## src/rtl/r40c_pkg.sv

```systemverilog
// Shared constants, types and symbol mapping functions for the radix-40 callsign codec.
package r40c_pkg;

   // Characters per radix-40 chunk. The datapath splits a chunk into two groups of
   // three symbols (40^3 = 64000), so the arithmetic below is built for six.
   localparam int CHUNK_CHARS = 6;
   localparam int TOTAL_CHARS = 2 * CHUNK_CHARS;
   localparam int GROUP_CHARS = CHUNK_CHARS / 2;
   localparam int NUM_GROUPS  = TOTAL_CHARS / GROUP_CHARS;
   localparam int STAGES      = 5;

   localparam int CHAR_W  = 8;
   localparam int SYM_W   = 6;
   localparam int CODE_W  = 32;
   localparam int CHARS_W = CHUNK_CHARS * CHAR_W;
   localparam int COUNT_W = 4;
   localparam int VPN_W   = 16;
   localparam int GROUP_W = 16;
   localparam int HALF_W  = 17;

   // Reciprocals for exact division by constants.
   // code / 64000 = (code >> 9) / 125 = ((code >> 9) * RECIP_125) >> RECIP_125_SHIFT.
   localparam logic [23:0] RECIP_125       = 24'd8589935;
   localparam int          RECIP_125_SHIFT = 30;
   // v / 1600 = (v >> 6) / 25.
   localparam logic [10:0] RECIP_25        = 11'd1311;
   localparam int          RECIP_25_SHIFT  = 15;
   // r / 40 = (r >> 3) / 5.
   localparam logic [7:0]  RECIP_5         = 8'd205;
   localparam int          RECIP_5_SHIFT   = 10;

   localparam logic [SYM_W-1:0] RADIX      = 6'd40;
   localparam logic [SYM_W-1:0] SYM_SPACE  = 6'd10;
   localparam logic [SYM_W-1:0] SYM_ALPHA  = 6'd11;
   localparam logic [SYM_W-1:0] SYM_OPEN   = 6'd37;
   localparam logic [SYM_W-1:0] SYM_CLOSE  = 6'd38;
   localparam logic [SYM_W-1:0] SYM_DASH   = 6'd39;

   localparam logic [CHAR_W-1:0]  ASCII_SPACE = 8'h20;
   localparam logic [CODE_W-1:0]  BCAST_CODE  = 32'hFFFF_FFFF;
   localparam logic [VPN_W-1:0]   BCAST_VPN   = 16'hFFFF;
   localparam logic [31:0]        BCAST_NAME  = 32'h4646_4646;
   localparam logic [COUNT_W-1:0] BCAST_LEN   = 4'd4;

   typedef logic [SYM_W-1:0] sym_type;

   typedef struct packed {
      logic [STAGES-1:0] load;
   } stage_ctrl_type;

   function automatic sym_type sym_of(input logic [CHAR_W-1:0] c);
      logic [CHAR_W-1:0] u;
      u = c;
      if (c >= "a" && c <= "z") begin
         u = c - 8'h20;
      end
      priority if (u >= "0" && u <= "9") begin
         sym_of = SYM_W'(u - "0");
      end else if (u == " ") begin
         sym_of = SYM_SPACE;
      end else if (u >= "A" && u <= "Z") begin
         sym_of = SYM_W'(u - "A") + SYM_ALPHA;
      end else if (u == "(") begin
         sym_of = SYM_OPEN;
      end else if (u == ")") begin
         sym_of = SYM_CLOSE;
      end else if (u == "-") begin
         sym_of = SYM_DASH;
      end else begin
         sym_of = '0;
      end
   endfunction

   function automatic logic [CHAR_W-1:0] char_of(input sym_type s);
      priority if (s <= 6'd9) begin
         char_of = "0" + CHAR_W'(s);
      end else if (s == SYM_SPACE) begin
         char_of = ASCII_SPACE;
      end else if (s == SYM_OPEN) begin
         char_of = "(";
      end else if (s == SYM_CLOSE) begin
         char_of = ")";
      end else if (s == SYM_DASH) begin
         char_of = "-";
      end else begin
         char_of = "A" + CHAR_W'(s - SYM_ALPHA);
      end
   endfunction

endpackage

```

## src/rtl/r40c_if.sv

```systemverilog
// Request and response channel interfaces of the radix-40 callsign codec.
interface r40c_req_if;
   import r40c_pkg::*;
   logic                valid;
   logic                ready;
   logic                mode;
   logic [CHARS_W-1:0]  first_chars;
   logic [CHARS_W-1:0]  ext_chars;
   logic [COUNT_W-1:0]  char_count;
   logic [VPN_W-1:0]    vpn_in;
   logic [CODE_W-1:0]   code_main_in;
   logic [CODE_W-1:0]   code_ext_in;
   logic                ext_present_in;

   modport source (
      output valid, mode, first_chars, ext_chars, char_count, vpn_in,
             code_main_in, code_ext_in, ext_present_in,
      input  ready
   );
   modport sink (
      input  valid, mode, first_chars, ext_chars, char_count, vpn_in,
             code_main_in, code_ext_in, ext_present_in,
      output ready
   );
endinterface

interface r40c_rsp_if;
   import r40c_pkg::*;
   logic                valid;
   logic                ready;
   logic [CODE_W-1:0]   code_main;
   logic [CODE_W-1:0]   code_ext;
   logic                ext_flag;
   logic                is_broadcast;
   logic [VPN_W-1:0]    vpn_out;
   logic [CHARS_W-1:0]  chars_main_out;
   logic [CHARS_W-1:0]  chars_ext_out;

   modport source (
      output valid, code_main, code_ext, ext_flag, is_broadcast, vpn_out,
             chars_main_out, chars_ext_out,
      input  ready
   );
   modport sink (
      input  valid, code_main, code_ext, ext_flag, is_broadcast, vpn_out,
             chars_main_out, chars_ext_out,
      output ready
   );
endinterface

```

## src/rtl/r40c_pipe_ctrl.sv

```systemverilog
// Valid tracking and per-stage load enables for the codec pipeline.
module r40c_pipe_ctrl (
   input  logic                     clock,
   input  logic                     reset,
   input  logic                     req_valid,
   output logic                     req_ready,
   output logic                     rsp_valid,
   input  logic                     rsp_ready,
   output r40c_pkg::stage_ctrl_type ctrl
);
   import r40c_pkg::*;

   logic [STAGES-1:0] valid_ff;
   logic [STAGES-1:0] valid_in;
   logic [STAGES-1:0] load;

   // A stage loads when it is empty or its content moves on; this closes bubbles.
   always_comb begin
      load[STAGES-1] = !valid_ff[STAGES-1] || rsp_ready;
      for (int i = STAGES - 2; i >= 0; i--) begin
         load[i] = !valid_ff[i] || load[i+1];
      end
      valid_in[0] = load[0] ? req_valid : valid_ff[0];
      for (int i = 1; i < STAGES; i++) begin
         valid_in[i] = load[i] ? valid_ff[i-1] : valid_ff[i];
      end
   end

   always_ff @(posedge clock) begin
      if (reset) begin
         valid_ff <= '0;
      end else begin
         valid_ff <= valid_in;
      end
   end

   assign ctrl.load = load;
   assign req_ready = load[0];
   assign rsp_valid = valid_ff[STAGES-1];
endmodule

```

## src/rtl/r40c_encode.sv

```systemverilog
// Encode datapath: symbol mapping, three-symbol groups and radix-40 chunk codes.
module r40c_encode (
   input  logic                              clock,
   input  r40c_pkg::stage_ctrl_type          ctrl,
   input  logic                              mode,
   input  logic [r40c_pkg::CHARS_W-1:0]      first_chars,
   input  logic [r40c_pkg::CHARS_W-1:0]      ext_chars,
   input  logic [r40c_pkg::COUNT_W-1:0]      char_count,
   input  logic [r40c_pkg::VPN_W-1:0]        vpn_in,
   output logic [r40c_pkg::CODE_W-1:0]       code_main,
   output logic [r40c_pkg::CODE_W-1:0]       code_ext,
   output logic                              ext_flag,
   output logic                              is_broadcast,
   output logic [r40c_pkg::VPN_W-1:0]        vpn_out
);
   import r40c_pkg::*;

   typedef struct packed {
      logic              mode;
      logic              bcast;
      logic              ext;
      logic [VPN_W-1:0]  vpn;
   } enc_tag_type;

   function automatic logic [GROUP_W-1:0] group3(input sym_type a, input sym_type b,
                                                 input sym_type c);
      logic [GROUP_W-1:0] wa;
      logic [GROUP_W-1:0] wb;
      logic [GROUP_W-1:0] wc;
      wa = GROUP_W'(a);
      wb = GROUP_W'(b);
      wc = GROUP_W'(c);
      // a * 1600 + b * 40 + c
      return (wa << 10) + (wa << 9) + (wa << 6) + (wb << 5) + (wb << 3) + wc;
   endfunction

   logic [COUNT_W-1:0] cnt;
   logic [CHAR_W-1:0]  byte_v;
   enc_tag_type        tag_in;
   enc_tag_type        tag_ff [STAGES-1];

   sym_type            sym_in [TOTAL_CHARS];
   sym_type            sym_ff [TOTAL_CHARS];
   logic [GROUP_W-1:0] grp_in [NUM_GROUPS];
   logic [GROUP_W-1:0] grp_ff [NUM_GROUPS];
   logic [CODE_W-1:0]  upper_in [2];
   logic [CODE_W-1:0]  upper_ff [2];
   logic [GROUP_W-1:0] lower_ff [2];
   logic [CODE_W-1:0]  chunk_in [2];
   logic [CODE_W-1:0]  chunk_ff [2];

   logic [CODE_W-1:0]  code_main_in;
   logic [CODE_W-1:0]  code_ext_in;
   logic               ext_flag_in;
   logic               bcast_in;
   logic [VPN_W-1:0]   vpn_out_in;
   logic [CODE_W-1:0]  code_main_ff;
   logic [CODE_W-1:0]  code_ext_ff;
   logic               ext_flag_ff;
   logic               bcast_ff;
   logic [VPN_W-1:0]   vpn_out_ff;

   // Stage one: length clamp, blank padding, symbol lookup and broadcast detection.
   always_comb begin
      cnt = (char_count > COUNT_W'(TOTAL_CHARS)) ? COUNT_W'(TOTAL_CHARS) : char_count;
      for (int p = 0; p < TOTAL_CHARS; p++) begin
         if (p < CHUNK_CHARS) begin
            byte_v = first_chars[CHAR_W*(CHUNK_CHARS-1-p) +: CHAR_W];
         end else begin
            byte_v = ext_chars[CHAR_W*(TOTAL_CHARS-1-p) +: CHAR_W];
         end
         if (COUNT_W'(p) >= cnt) begin
            byte_v = ASCII_SPACE;
         end
         sym_in[p] = sym_of(byte_v);
      end
      tag_in.mode  = mode;
      tag_in.bcast = (cnt == BCAST_LEN) && (first_chars[CHARS_W-1 -: 32] == BCAST_NAME);
      tag_in.ext   = cnt > COUNT_W'(CHUNK_CHARS);
      tag_in.vpn   = vpn_in;
   end

   // Stage two: three symbols to one value below 64000.
   always_comb begin
      for (int g = 0; g < NUM_GROUPS; g++) begin
         grp_in[g] = group3(sym_ff[GROUP_CHARS*g], sym_ff[GROUP_CHARS*g+1],
                            sym_ff[GROUP_CHARS*g+2]);
      end
   end

   // Stages three and four: upper group times 64000, then the lower group is added.
   always_comb begin
      for (int k = 0; k < 2; k++) begin
         upper_in[k] = (CODE_W'(grp_ff[2*k]) << 16) - (CODE_W'(grp_ff[2*k]) << 10)
                       - (CODE_W'(grp_ff[2*k]) << 9);
         chunk_in[k] = upper_ff[k] + CODE_W'(lower_ff[k]);
      end
   end

   // Stage five: mode, broadcast and extension select the result fields.
   always_comb begin
      enc_tag_type t;
      t            = tag_ff[STAGES-2];
      bcast_in     = !t.mode && t.bcast;
      ext_flag_in  = !t.mode && !t.bcast && t.ext;
      code_main_in = t.mode ? '0 : (t.bcast ? BCAST_CODE : chunk_ff[0]);
      code_ext_in  = ext_flag_in ? chunk_ff[1] : '0;
      vpn_out_in   = bcast_in ? BCAST_VPN : t.vpn;
   end

   always_ff @(posedge clock) begin
      if (ctrl.load[0]) begin
         sym_ff    <= sym_in;
         tag_ff[0] <= tag_in;
      end
      for (int i = 1; i < STAGES - 1; i++) begin
         if (ctrl.load[i]) begin
            tag_ff[i] <= tag_ff[i-1];
         end
      end
      if (ctrl.load[1]) begin
         grp_ff <= grp_in;
      end
      if (ctrl.load[2]) begin
         upper_ff    <= upper_in;
         lower_ff[0] <= grp_ff[1];
         lower_ff[1] <= grp_ff[3];
      end
      if (ctrl.load[3]) begin
         chunk_ff <= chunk_in;
      end
      if (ctrl.load[4]) begin
         code_main_ff <= code_main_in;
         code_ext_ff  <= code_ext_in;
         ext_flag_ff  <= ext_flag_in;
         bcast_ff     <= bcast_in;
         vpn_out_ff   <= vpn_out_in;
      end
   end

   assign code_main    = code_main_ff;
   assign code_ext     = code_ext_ff;
   assign ext_flag     = ext_flag_ff;
   assign is_broadcast = bcast_ff;
   assign vpn_out      = vpn_out_ff;
endmodule

```

## src/rtl/r40c_decode.sv

```systemverilog
// Decode datapath: radix-40 digit extraction by reciprocal multiplication.
module r40c_decode (
   input  logic                           clock,
   input  r40c_pkg::stage_ctrl_type       ctrl,
   input  logic                           mode,
   input  logic [r40c_pkg::CODE_W-1:0]    code_main_in,
   input  logic [r40c_pkg::CODE_W-1:0]    code_ext_in,
   input  logic                           ext_present_in,
   output logic [r40c_pkg::CHARS_W-1:0]   chars_main_out,
   output logic [r40c_pkg::CHARS_W-1:0]   chars_ext_out
);
   import r40c_pkg::*;

   localparam int LANES  = 2;
   localparam int HALVES = 2 * LANES;
   localparam int PROD_W = 47;
   localparam int MUL3_W = 22;
   localparam int MUL5_W = 16;
   localparam int REM_W  = 11;

   typedef struct packed {
      logic mode;
      logic ext_present;
   } dec_tag_type;

   dec_tag_type        tag_in;
   dec_tag_type        tag_ff [STAGES-1];

   logic [CODE_W-1:0]  code_v [LANES];
   logic [PROD_W-1:0]  prod_in [LANES];
   logic [PROD_W-1:0]  prod_ff [LANES];
   logic [CODE_W-1:0]  code_ff [LANES];
   logic [HALF_W-1:0]  half_in [HALVES];
   logic [HALF_W-1:0]  half_ff [HALVES];
   logic [MUL3_W-1:0]  mul3_in [HALVES];
   logic [MUL3_W-1:0]  mul3_ff [HALVES];
   logic [HALF_W-1:0]  half3_ff [HALVES];
   sym_type            d0_in [HALVES];
   sym_type            d0_ff [HALVES];
   logic [REM_W-1:0]   rem_in [HALVES];
   logic [REM_W-1:0]   rem_ff [HALVES];
   logic [CHARS_W-1:0] chars_in [LANES];
   logic [CHARS_W-1:0] chars_ff [LANES];

   // Stage one: the chunk code over 64000 starts as a multiply by the reciprocal of 125.
   always_comb begin
      code_v[0] = code_main_in;
      code_v[1] = code_ext_in;
      for (int l = 0; l < LANES; l++) begin
         prod_in[l] = PROD_W'(code_v[l][CODE_W-1:9]) * PROD_W'(RECIP_125);
      end
      tag_in.mode        = mode;
      tag_in.ext_present = ext_present_in;
   end

   // Stage two: split each code into an upper and a lower three-digit half.
   always_comb begin
      for (int l = 0; l < LANES; l++) begin
         logic [HALF_W-1:0] hi;
         logic [CODE_W-1:0] lo;
         hi = prod_ff[l][RECIP_125_SHIFT +: HALF_W];
         lo = code_ff[l] - (CODE_W'(hi) << 16) + (CODE_W'(hi) << 10)
              + (CODE_W'(hi) << 9);
         half_in[2*l]   = hi;
         half_in[2*l+1] = HALF_W'(lo[GROUP_W-1:0]);
      end
   end

   // Stages three and four: leading digit of each half, and the remainder below 1600.
   always_comb begin
      for (int h = 0; h < HALVES; h++) begin
         logic [SYM_W-1:0]  a;
         logic [HALF_W-1:0] a17;
         logic [HALF_W-1:0] r;
         mul3_in[h] = MUL3_W'(half_ff[h][HALF_W-1:6]) * MUL3_W'(RECIP_25);
         a   = mul3_ff[h][RECIP_25_SHIFT +: SYM_W];
         a17 = HALF_W'(a);
         r   = half3_ff[h] - (a17 << 10) - (a17 << 9) - (a17 << 6);
         rem_in[h] = r[REM_W-1:0];
         // Only the code modulo 40^6 counts, so the top digit wraps.
         d0_in[h]  = (a >= RADIX) ? a - RADIX : a;
      end
   end

   // Stage five: last two digits and the mapping back to ASCII.
   always_comb begin
      for (int l = 0; l < LANES; l++) begin
         chars_in[l] = '0;
      end
      for (int h = 0; h < HALVES; h++) begin
         logic [MUL5_W-1:0] m;
         sym_type           d1;
         logic [REM_W-1:0]  d2w;
         m   = MUL5_W'(rem_ff[h][REM_W-1:3]) * MUL5_W'(RECIP_5);
         d1  = m[RECIP_5_SHIFT +: SYM_W];
         d2w = rem_ff[h] - (REM_W'(d1) << 5) - (REM_W'(d1) << 3);
         chars_in[h/2][(1 - h%2)*GROUP_CHARS*CHAR_W +: GROUP_CHARS*CHAR_W] =
            {char_of(d0_ff[h]), char_of(d1), char_of(d2w[SYM_W-1:0])};
      end
      if (!tag_ff[STAGES-2].mode) begin
         chars_in[0] = '0;
      end
      if (!tag_ff[STAGES-2].mode || !tag_ff[STAGES-2].ext_present) begin
         chars_in[1] = '0;
      end
   end

   always_ff @(posedge clock) begin
      if (ctrl.load[0]) begin
         prod_ff   <= prod_in;
         code_ff   <= code_v;
         tag_ff[0] <= tag_in;
      end
      for (int i = 1; i < STAGES - 1; i++) begin
         if (ctrl.load[i]) begin
            tag_ff[i] <= tag_ff[i-1];
         end
      end
      if (ctrl.load[1]) begin
         half_ff <= half_in;
      end
      if (ctrl.load[2]) begin
         mul3_ff  <= mul3_in;
         half3_ff <= half_ff;
      end
      if (ctrl.load[3]) begin
         d0_ff  <= d0_in;
         rem_ff <= rem_in;
      end
      if (ctrl.load[4]) begin
         chars_ff <= chars_in;
      end
   end

   assign chars_main_out = chars_ff[0];
   assign chars_ext_out  = chars_ff[1];
endmodule

```

## src/rtl/radix40_callsign_codec.sv

```systemverilog
// Top level of the radix-40 callsign codec: pipeline control and both datapaths.
//
// Requests arrive on req_bus and results leave on rsp_bus; both are valid/ready
// channels, and a transfer happens on a rising clock edge with valid and ready high.
// Each request carries a mode bit. Encode (mode 0) packs a callsign of up to twelve
// characters into two 32-bit radix-40 codes, with an extension flag and the broadcast
// callsign FFFF detected. Decode (mode 1) unpacks the two codes back into ASCII.
// Every request gives exactly one response, in request order.
// The pipeline has five register stages, and a response is presented on rsp_bus from
// the last of them. The depth is set by the decode path, which extracts the digits
// with a chain of reciprocal multiplies and subtractions; the encode path runs
// alongside it in the same stages. A new request can be taken in every cycle while
// the receiver is ready or a stage is empty.
// When the receiver stalls, the stages fill up and hold their contents; req_bus.ready
// stays high while an empty stage remains, so no request is lost or repeated.
// Synchronous reset empties the pipeline; data registers are not reset.
module radix40_callsign_codec (
   input  logic       clock,
   input  logic       reset,
   r40c_req_if.sink   req_bus,
   r40c_rsp_if.source rsp_bus
);
   import r40c_pkg::*;

   stage_ctrl_type ctrl;

   // Valid bits and load enables for all five stages.
   r40c_pipe_ctrl u_ctrl (
      .clock     (clock),
      .reset     (reset),
      .req_valid (req_bus.valid),
      .req_ready (req_bus.ready),
      .rsp_valid (rsp_bus.valid),
      .rsp_ready (rsp_bus.ready),
      .ctrl      (ctrl)
   );

   // The encode path yields zero codes in decode mode and the decode path yields
   // zero characters in encode mode, so the response fields need no further mux.
   r40c_encode u_encode (
      .clock        (clock),
      .ctrl         (ctrl),
      .mode         (req_bus.mode),
      .first_chars  (req_bus.first_chars),
      .ext_chars    (req_bus.ext_chars),
      .char_count   (req_bus.char_count),
      .vpn_in       (req_bus.vpn_in),
      .code_main    (rsp_bus.code_main),
      .code_ext     (rsp_bus.code_ext),
      .ext_flag     (rsp_bus.ext_flag),
      .is_broadcast (rsp_bus.is_broadcast),
      .vpn_out      (rsp_bus.vpn_out)
   );

   r40c_decode u_decode (
      .clock          (clock),
      .ctrl           (ctrl),
      .mode           (req_bus.mode),
      .code_main_in   (req_bus.code_main_in),
      .code_ext_in    (req_bus.code_ext_in),
      .ext_present_in (req_bus.ext_present_in),
      .chars_main_out (rsp_bus.chars_main_out),
      .chars_ext_out  (rsp_bus.chars_ext_out)
   );
endmodule

```

## src/flat_wrapper.sv

```systemverilog
// flat-port wrapper written by rule: the top's interface ports become plain ports
module radix40_callsign_codec_flat import r40c_pkg::*;
  (clock, reset, req_bus_valid, req_bus_mode, req_bus_first_chars, req_bus_ext_chars, req_bus_char_count, req_bus_vpn_in, req_bus_code_main_in, req_bus_code_ext_in, req_bus_ext_present_in, req_bus_ready, rsp_bus_valid, rsp_bus_code_main, rsp_bus_code_ext, rsp_bus_ext_flag, rsp_bus_is_broadcast, rsp_bus_vpn_out, rsp_bus_chars_main_out, rsp_bus_chars_ext_out, rsp_bus_ready);
  r40c_req_if req_bus_i ();
  r40c_rsp_if rsp_bus_i ();
  input  logic clock;
  input  logic reset;
  input wire logic [$bits(req_bus_i.valid)-1:0] req_bus_valid;
  input wire logic [$bits(req_bus_i.mode)-1:0] req_bus_mode;
  input wire logic [$bits(req_bus_i.first_chars)-1:0] req_bus_first_chars;
  input wire logic [$bits(req_bus_i.ext_chars)-1:0] req_bus_ext_chars;
  input wire logic [$bits(req_bus_i.char_count)-1:0] req_bus_char_count;
  input wire logic [$bits(req_bus_i.vpn_in)-1:0] req_bus_vpn_in;
  input wire logic [$bits(req_bus_i.code_main_in)-1:0] req_bus_code_main_in;
  input wire logic [$bits(req_bus_i.code_ext_in)-1:0] req_bus_code_ext_in;
  input wire logic [$bits(req_bus_i.ext_present_in)-1:0] req_bus_ext_present_in;
  output wire logic [$bits(req_bus_i.ready)-1:0] req_bus_ready;
  output wire logic [$bits(rsp_bus_i.valid)-1:0] rsp_bus_valid;
  output wire logic [$bits(rsp_bus_i.code_main)-1:0] rsp_bus_code_main;
  output wire logic [$bits(rsp_bus_i.code_ext)-1:0] rsp_bus_code_ext;
  output wire logic [$bits(rsp_bus_i.ext_flag)-1:0] rsp_bus_ext_flag;
  output wire logic [$bits(rsp_bus_i.is_broadcast)-1:0] rsp_bus_is_broadcast;
  output wire logic [$bits(rsp_bus_i.vpn_out)-1:0] rsp_bus_vpn_out;
  output wire logic [$bits(rsp_bus_i.chars_main_out)-1:0] rsp_bus_chars_main_out;
  output wire logic [$bits(rsp_bus_i.chars_ext_out)-1:0] rsp_bus_chars_ext_out;
  input wire logic [$bits(rsp_bus_i.ready)-1:0] rsp_bus_ready;
  assign req_bus_i.valid = req_bus_valid;
  assign req_bus_i.mode = req_bus_mode;
  assign req_bus_i.first_chars = req_bus_first_chars;
  assign req_bus_i.ext_chars = req_bus_ext_chars;
  assign req_bus_i.char_count = req_bus_char_count;
  assign req_bus_i.vpn_in = req_bus_vpn_in;
  assign req_bus_i.code_main_in = req_bus_code_main_in;
  assign req_bus_i.code_ext_in = req_bus_code_ext_in;
  assign req_bus_i.ext_present_in = req_bus_ext_present_in;
  assign req_bus_ready = req_bus_i.ready;
  assign rsp_bus_valid = rsp_bus_i.valid;
  assign rsp_bus_code_main = rsp_bus_i.code_main;
  assign rsp_bus_code_ext = rsp_bus_i.code_ext;
  assign rsp_bus_ext_flag = rsp_bus_i.ext_flag;
  assign rsp_bus_is_broadcast = rsp_bus_i.is_broadcast;
  assign rsp_bus_vpn_out = rsp_bus_i.vpn_out;
  assign rsp_bus_chars_main_out = rsp_bus_i.chars_main_out;
  assign rsp_bus_chars_ext_out = rsp_bus_i.chars_ext_out;
  assign rsp_bus_i.ready = rsp_bus_ready;
  radix40_callsign_codec u_core (.clock(clock), .reset(reset), .req_bus(req_bus_i), .rsp_bus(rsp_bus_i));
endmodule
```

## config.mk

```make
export PLATFORM = sky130hd
export DESIGN_NAME = radix40_callsign_codec_flat
export DESIGN_NICKNAME = d
export VERILOG_FILES = /design/src/rtl/r40c_pkg.sv /design/src/rtl/r40c_if.sv /design/src/rtl/r40c_pipe_ctrl.sv /design/src/rtl/r40c_encode.sv /design/src/rtl/r40c_decode.sv /design/src/rtl/radix40_callsign_codec.sv /design/src/flat_wrapper.sv
export SDC_FILE = /design/constraint.sdc
export NUM_CORES = 2
export LEC_CHECK = 0
export BUFFER_PORTS_ARGS = -buffer_cell sky130_fd_sc_hd__buf_2
export CAP_MARGIN = 30
export CORE_MARGIN = 2
export CORE_UTILIZATION = 61
export DETAILED_ROUTE_END_ITERATION = 7
export PLACE_DENSITY = 0.75
export REMOVE_ABC_BUFFERS = 1
export SETUP_SLACK_MARGIN = 0.4
export SLEW_MARGIN = 25
export SYNTH_ARGS = -nofsm -noshare
export SYNTH_HDL_FRONTEND = slang
export SYNTH_HIERARCHICAL = 1
export SYNTH_SLANG_ARGS = --single-unit
```

## constraint.sdc

```tcl
create_clock -name clock -period 9.1 [get_ports clock]
set_input_delay 0.455 -clock clock [delete_from_list [all_inputs] [get_ports clock]]
set_output_delay 0.455 -clock clock [all_outputs]
set_load 0.05 [all_outputs]
```

# Word level (Yosys, flattened, before mapping)
# Memory sizes are Yosys's and may differ from the RTL's.
# Index checks and enable logic that the tools add are counted.
[classes] muxes=170 shift=0 magnitude_cmp=102 mul=10 bitwise=0 div=0 reduce_logical=55 n_addsub=140 eq_ne=98
[op_table] cell="8-bit two-way mux" n=84
[op_table] cell="6-bit two-way mux" n=76
[op_table] cell="8-bit by 6-bit == test with 1-bit output (second input constant)" n=48
[op_table] cell="6-bit == test (second input constant)" n=36
[op_table] cell="8-bit by 7-bit greater-or-equal comparator with 1-bit output (second input constant)" n=24
[op_table] cell="8-bit by 7-bit <= comparator with 1-bit output (second input constant)" n=24
[op_table] cell="11-bit subtractor" n=12
[op_table] cell="7-bit by 8-bit adder with 8-bit output (first input constant)" n=12
[op_table] cell="8-bit by 6-bit greater-or-equal comparator with 1-bit output (second input constant)" n=12
[op_table] cell="8-bit by 6-bit <= comparator with 1-bit output (second input constant)" n=12
[op_table] cell="6-bit subtractor (second input constant)" n=16
[op_table] cell="8-bit by 6-bit subtractor with 8-bit output (second input constant)" n=12
[op_table] cell="23-bit by 24-bit multiplier with 47-bit output (second input constant)" n=2
[op_table] cell="6-bit by 6-bit adder with 7-bit output (first input constant)" n=12
[op_table] cell="6-bit by 4-bit subtractor with 7-bit output (second input constant)" n=12
[op_table] cell="6-bit by 4-bit adder with 6-bit output (second input constant)" n=12
[op_table] cell="6-bit by 4-bit == test with 1-bit output (second input constant)" n=12
[op_table] cell="6-bit by 4-bit <= comparator with 1-bit output (second input constant)" n=12
[op_table] cell="6-bit by 1-bit subtractor with 6-bit output (second input constant)" n=12
[op_table] cell="16-bit by 11-bit adder with 16-bit output" n=4
[op_table] cell="16-bit by 12-bit adder with 16-bit output" n=4
[op_table] cell="16-bit by 15-bit adder with 16-bit output" n=4
[op_table] cell="16-bit adder" n=4
[op_table] cell="16-bit by 6-bit adder with 16-bit output" n=4
[op_table] cell="other kinds (24)" n=113
[totals] mem_bits_ro=0 n_memories=3 inputBits=186 ramBits=116 word_cells=634 out_inout_bits=180 latchBits=0 reg_bits=835
[mem_list] memory="u_core.u_encode.tag_ff" depth=4 width=19 rd=4 rd_clocked_by_memory_dff=0 wr=4 line_no="r40c_encode.sv:40" text="enc_tag_type tag_ff [STAGES-1];"
[mem_list] memory="u_core.u_encode.lower_ff" depth=2 width=16 rd=2 rd_clocked_by_memory_dff=0 wr=2 line_no="r40c_encode.sv:48" text="logic [GROUP_W-1:0] lower_ff [2];"
[mem_list] memory="u_core.u_decode.tag_ff" depth=4 width=2 rd=4 rd_clocked_by_memory_dff=0 wr=4 line_no="r40c_decode.sv:27" text="dec_tag_type tag_ff [STAGES-1];"

# Logic depth before layout (Yosys ltp)
[logic_depth] depth_word=14 ltp_mapped=26 ltp_nobuf=26

# Hierarchy
# Netlist, hierarchy kept.
[by_module_without_submodules] mod="r40c_decode" seq_area_each_um2=11170.7 cells_each=4625 area_per_inst_um2=48766.8 n_inst=1
[by_module_without_submodules] mod="r40c_encode" seq_area_each_um2=13092.6 cells_each=2317 area_per_inst_um2=26449.1 n_inst=1
[by_module_without_submodules] mod="r40c_pipe_ctrl" seq_area_each_um2=100.1 cells_each=23 area_per_inst_um2=219.0 n_inst=1

# Worst setup path before layout
# Ideal clock, no wire load.
[synth_path] path_type="reg-to-reg" from="register u_core/u_decode/rem_ff[38] (netlist bit)" to="register u_core.u_decode.chars_ff (netlist bit u_core/u_decode/chars_main_out[28]) (data pin)" setup_slack_ns=2.469 t_required_ns=8.926 arrival_ns=6.456 stages_incl_launch_ff=25 n_path_buf=0 setup_time_ns=0.174 cell_sequence="edfxtp_1 > ha_1 > inv_1 > fa_1 > fa_1 > fa_1 > inv_1 > ha_1 > nand3_1 > a21oi_1 > a21oi_1 > xnor2_1 > ha_1 > ha_1 > xnor2_1 > xnor2_1 > or4_1 > a211o_1 > and2_1 > inv_1 > ha_1 > nand4_1 > a32o_1 > o41a_1 > a311oi_1"
[synth_via] elab_chain_len=9
[synth_lines] item="start, declared" line_no="r40c_decode.sv:41" text="logic [REM_W-1:0] rem_ff [HALVES];"
[synth_lines] item="start signal, assigned" line_no="r40c_decode.sv:128" text="rem_ff <= rem_in;"
[synth_lines] item="8-bit by 8-bit multiplier with 16-bit output" line_no="r40c_decode.sv:94" text="m = MUL5_W'(rem_ff[h][REM_W-1:3]) * MUL5_W'(RECIP_5);"
[synth_lines] item="6-bit subtractor (*)" line_no="r40c_decode.sv:96" text="d2w = rem_ff[h] - (REM_W'(d1) << 5) - (REM_W'(d1) << 3);"
[synth_lines] item="6-bit by 4-bit subtractor with 7-bit output / 6-bit subtractor (equally long branches)" line_no="r40c_pkg.sv:86, r40c_decode.sv:96"
[synth_lines] item="7-bit by 8-bit adder with 8-bit output / 6-bit == test (equally long branches)" line_no="r40c_pkg.sv:86, r40c_pkg.sv:83"
[synth_lines] item="8-bit two-way mux" line_no="r40c_pkg.sv:83" text="end else if (s == SYM_DASH) begin"
[synth_lines] item="8-bit two-way mux" line_no="r40c_pkg.sv:81" text="end else if (s == SYM_CLOSE) begin"
[synth_lines] item="8-bit two-way mux" line_no="r40c_pkg.sv:79" text="end else if (s == SYM_OPEN) begin"
[synth_lines] item="8-bit two-way mux" line_no="r40c_pkg.sv:77" text="end else if (s == SYM_SPACE) begin"
[synth_lines] item="8-bit two-way mux (*)" line_no="r40c_pkg.sv:75" text="priority if (s <= 6'd9) begin"
[synth_lines] item="end signal, assigned" line_no="r40c_decode.sv:131" text="chars_ff <= chars_in;"
[synth_lines] item="end, declared" line_no="r40c_decode.sv:43" text="logic [CHARS_W-1:0] chars_ff [LANES];"
# Every way passes the cells marked *; elsewhere a longest branch is shown, timed or not.
# A chain may end at the register's enable or synchronous reset.

# Worst setup path in the final report
# Same ends and word-level chain as after synthesis.

==> reports/qor.log <==
[logic_synthesis] Synth Flop Type sky130_fd_sc_hd__edfxtp_1
[logic_synthesis] total of flip-flops plus latches after synthesis 813
[setup_path] CP startpoint kind flop
[setup_path] register-to-register setup slack 1590 ps
[setup_path] Worst Path Required 9620 ps
[cts] post-cts repair resize count 0
[min_path] worst hold path type primary input to flop
[routing] vias per cell 5.70
[die] placeable core region 123,000 um^2
[die] die outline width 356 um
[logic_synthesis] most instantiated cells after synthesis sky130_fd_sc_hd__ha_1 (1,366), sky130_fd_sc_hd__inv_1 (1,262), sky130_fd_sc_hd__edfxtp_1 (808), sky130_fd_sc_hd__fa_1 (542), sky130_fd_sc_hd__nor2_1 (386)
[global_route] number of global-route vias before repair 52,100
[die] num ports 366
[routing] final routed wirelength across all metal layers 167,000 um
[min_path] hold_sp req_bus_code_ext_in[8]
[global_route] global-route wire length before repair 270,000 um
[routing] initial drt markers 3,246
[timing] final clock skew 88.2 ps
[global_route] total routing resource utilization after global routing 26.6%
[cts] total clock buffers created by CTS 91
[setup_path] launch instance of the worst register-to-register path u_core/u_decode/rem_ff[38]
[global_route] aggregate global routing overflow 0
[logic_synthesis] ranking of synthesized cells by area sky130_fd_sc_hd__edfxtp_1 (32%), sky130_fd_sc_hd__ha_1 (23%), sky130_fd_sc_hd__fa_1 (14%), sky130_fd_sc_hd__inv_1 (6.3%), sky130_fd_sc_hd__xnor2_1 (2.4%)
[logic_synthesis] most repeated cell in the gate-level netlist after synthesis sky130_fd_sc_hd__ha_1
[layout] number of nets at the end of the flow 9,448
[logic_synthesis] number of unique standard cell types used by synthesis 127
[timing] minimum clock period 7510 ps
[setup_path] critical setup path kind flop to flop
[cts] deepest clock path buffer count 3
[logic_synthesis] Synth async-reset ratio 0%
[die] Die Y-Extent 356 um
[cts] Clock H-tree levels 3
[routing] detailed-route DRC error count 0
[timing] final setup TNS 0 ps
[routing] DR WL/cell 18.4 um
[logic_synthesis] number of warning messages in the yosys log 6
[logic_synthesis] share of the synthesized area in the top cell type 32.2%
[setup_path] Setup crit end u_core/u_decode/chars_main_out[28]
[setup_path] Worst Path Max Fanout 7
[global_route] initial antenna violation count 8
[setup_path] Worst R2R Path Depth 25
[cts] post-CTS setup buffer count 0
[cts] Skew-Pair Late Insertion Delay 740 ps
[setup_path] CP arrival 8020 ps
[setup_path] kind of end point of the critical path flop
[timing] count of final setup violators 0
[layout] area added between synthesis and finish 9.43%
[setup_path] worst setup path startpoint u_core/u_decode/rem_ff[38]
[die] starting utilization of the core area 61.3%
[setup_path] worst reg2reg path endpoint u_core/u_decode/chars_main_out[28]
[cts] clock slew at reported path FFs 60 ps
[die] num rows 129
[logic_synthesis] sequential area share after synthesis 32.3%
[logic_synthesis] top cell type by total area after synthesis sky130_fd_sc_hd__edfxtp_1
[placement] number of I/O port buffers 365
[timing] Slew Limit Fails 0
[routing] Post-DRT Antenna Nets 0
[routing] total number of vias 51,700
[cts] clock tree from TritonCTS done
[flow_run] max-cap violations 0
[timing] final worst-path cycle share 82.5%
[logic_synthesis] Post-synth EDFFs 808
[placement] routability cong. 0.934
[timing] unrepaired setup endpoints after global routing false
[timing] upper clock frequency limit 0.133 GHz
[timing] relative max-transition margin 33.5%
[layout] post-route cell area 82,500 um^2
[routing] first drt pass iteration count 5
[logic_synthesis] Post-Syn Instances 6,965
[timing] Final Hold Fails 0
[logic_synthesis] Syn Std Cell Area 75,400 um^2
[logic_synthesis] Avg Synthesized Cell Area 10.8 um^2
[cts] buffer type at the clock tree root sky130_fd_sc_hd__clkbuf_16
[die] die area 126,000 um^2
[cts] CTS sink count 813
[timing] worst-margin pin slew 991 ps
[run_status] run status complete, no violations
[layout] fraction of layout cells with a size suffix above 1 8.75%
[placement] HPWL Detailed 131,000 um
[placement] placed cell area 79,000 um^2
[global_route] maximum number of pins on one net before global-route repair 155
-- stage by stage --
step                cells  utilization (%)  hold slack (ps)  setup WS (ps)
floorplan            6839                -              400           2400
detailed placement   8860             64.1              405           1740
CTS                  9068             67.0             20.1           1680
finish               9078             67.0             87.3           1590
global route         9075             67.0             47.9           1050
global placement     8858             64.1              401           1950
-- worst max-delay path, cell delays in order (launching register included) --
cell and delay (ps):
sky130_fd_sc_hd__edfxtp_1 480, sky130_fd_sc_hd__ha_1 350, sky130_fd_sc_hd__inv_1 60, sky130_fd_sc_hd__fa_1 540, sky130_fd_sc_hd__fa_1 560, sky130_fd_sc_hd__fa_1 570, sky130_fd_sc_hd__inv_1 50, sky130_fd_sc_hd__ha_1 320
sky130_fd_sc_hd__nand3_1 140, sky130_fd_sc_hd__a21oi_1 250, sky130_fd_sc_hd__a21oi_1 120, sky130_fd_sc_hd__xnor2_1 560, sky130_fd_sc_hd__ha_1 360, sky130_fd_sc_hd__ha_1 200, sky130_fd_sc_hd__xnor2_1 130, sky130_fd_sc_hd__xnor2_1 140
sky130_fd_sc_hd__or4_1 450, sky130_fd_sc_hd__a211o_1 340, sky130_fd_sc_hd__and2_1 190, sky130_fd_sc_hd__inv_1 80, sky130_fd_sc_hd__ha_1 230, sky130_fd_sc_hd__nand4_1 140, sky130_fd_sc_hd__a32o_1 370, sky130_fd_sc_hd__nor3_1 320
sky130_fd_sc_hd__nand2_1 90, sky130_fd_sc_hd__a311oi_1 290
-- routing by layer --
metal	vias up	part of all wire [%]	global-route usage [%]
met5	-	0.0078	0
met2	1315	47	43.9
li1	25000	-	-
met1	25100	45	36.7
met4	2	2.9	8.43
met3	290	4.9	3.23
-- timing repair --
action | CTS | global route
endpoints found under the setup margin | 0 | 0
hold buffers | 37 | 0
hold endpoints to repair | 41 | 0
-- cell usage in the layout, fill, tap and decap left out, drive strengths merged, types with 27 or more instances in the layout --
cell         count
nand2b          66
dlygate4sd3     37
xnor2          214
and3            40
nor2           387
o21ai          194
clkbuf         101
clkinv          43
a31oi           36
fa             542
or2             40
nor2b           33
nand3           83
nand2          302
nand4           49
o31ai           27
nor4            35
o211ai          50
ha            1366
inv           1273
o21bai          33
and2            71
o22ai           31
xor2            80
o21a            62
nor3           104
buf            384
a211oi          41
a21o            88
edfxtp         808
a21oi          339
-- cells by family (layout without fill, tap and decap cells) --
group / after synthesis / after routing / synth area share [%]
fa+ha+maj: 1912 / 1912 / 37.1
flops: 813 / 813 / 32.3
compound gates: 1188 / 1188 / 10.7
simple gates: 1333 / 1333 / 8.82
xor+xnor: 301 / 301 / 3.71
mux: 26 / 26 / 0.355
buf+inv: 1392 / 1859 / 7.01
other cells: 0 / 9 / 0
-- final cells by class --
type	instances	area, um^2
clock inverters	70	833
diodes	9	22.5
inverters	1266	4760
repair buffers	422	2380
flip-flops and latches	813	24400
well taps	1637	2050
fillers	9409	40600
clock buffers	101	2310
multi-input cells	4760	45800
-- how the worst min path moves through the flow --
stage	endpoint	slack (ps)	depth (start not counted)
floorplan	u_core/u_decode/half3_ff[0]	400	0
global placement	u_core/u_decode/rem_ff[24]	400	0
detailed placement	u_core/u_decode/half3_ff[1]	400	0
CTS	u_core/u_decode/code_ff[8]	20	1
global route	u_core/u_decode/code_ff[8]	50	1
finish	u_core/u_decode/code_ff[8]	90	1
-- state kept, by name, summed over array words and instances, names as in the netlist, 34 cells and up --
| register | cells |
|---|---|
| u_core/u_decode/rem_ff | 44 |
| u_core/u_encode/sym_ff | 72 |
| u_core/u_encode/tag_ff | 76 |
| u_core/u_decode/half3_ff | 40 |
| u_core/u_encode/upper_ff | 46 |
| u_core/u_decode/half_in | 34 |
| u_core/u_decode/chars_main_out | 48 |
| u_core/u_decode/chars_ext_out | 48 |
| u_core/u_encode/chunk_ff | 64 |
| u_core/u_encode/grp_ff | 64 |
| u_core/u_decode/half_ff | 66 |
Power is not shown: default switching activity piles up to over one toggle a cycle in this logic, so the estimate is an artifact.
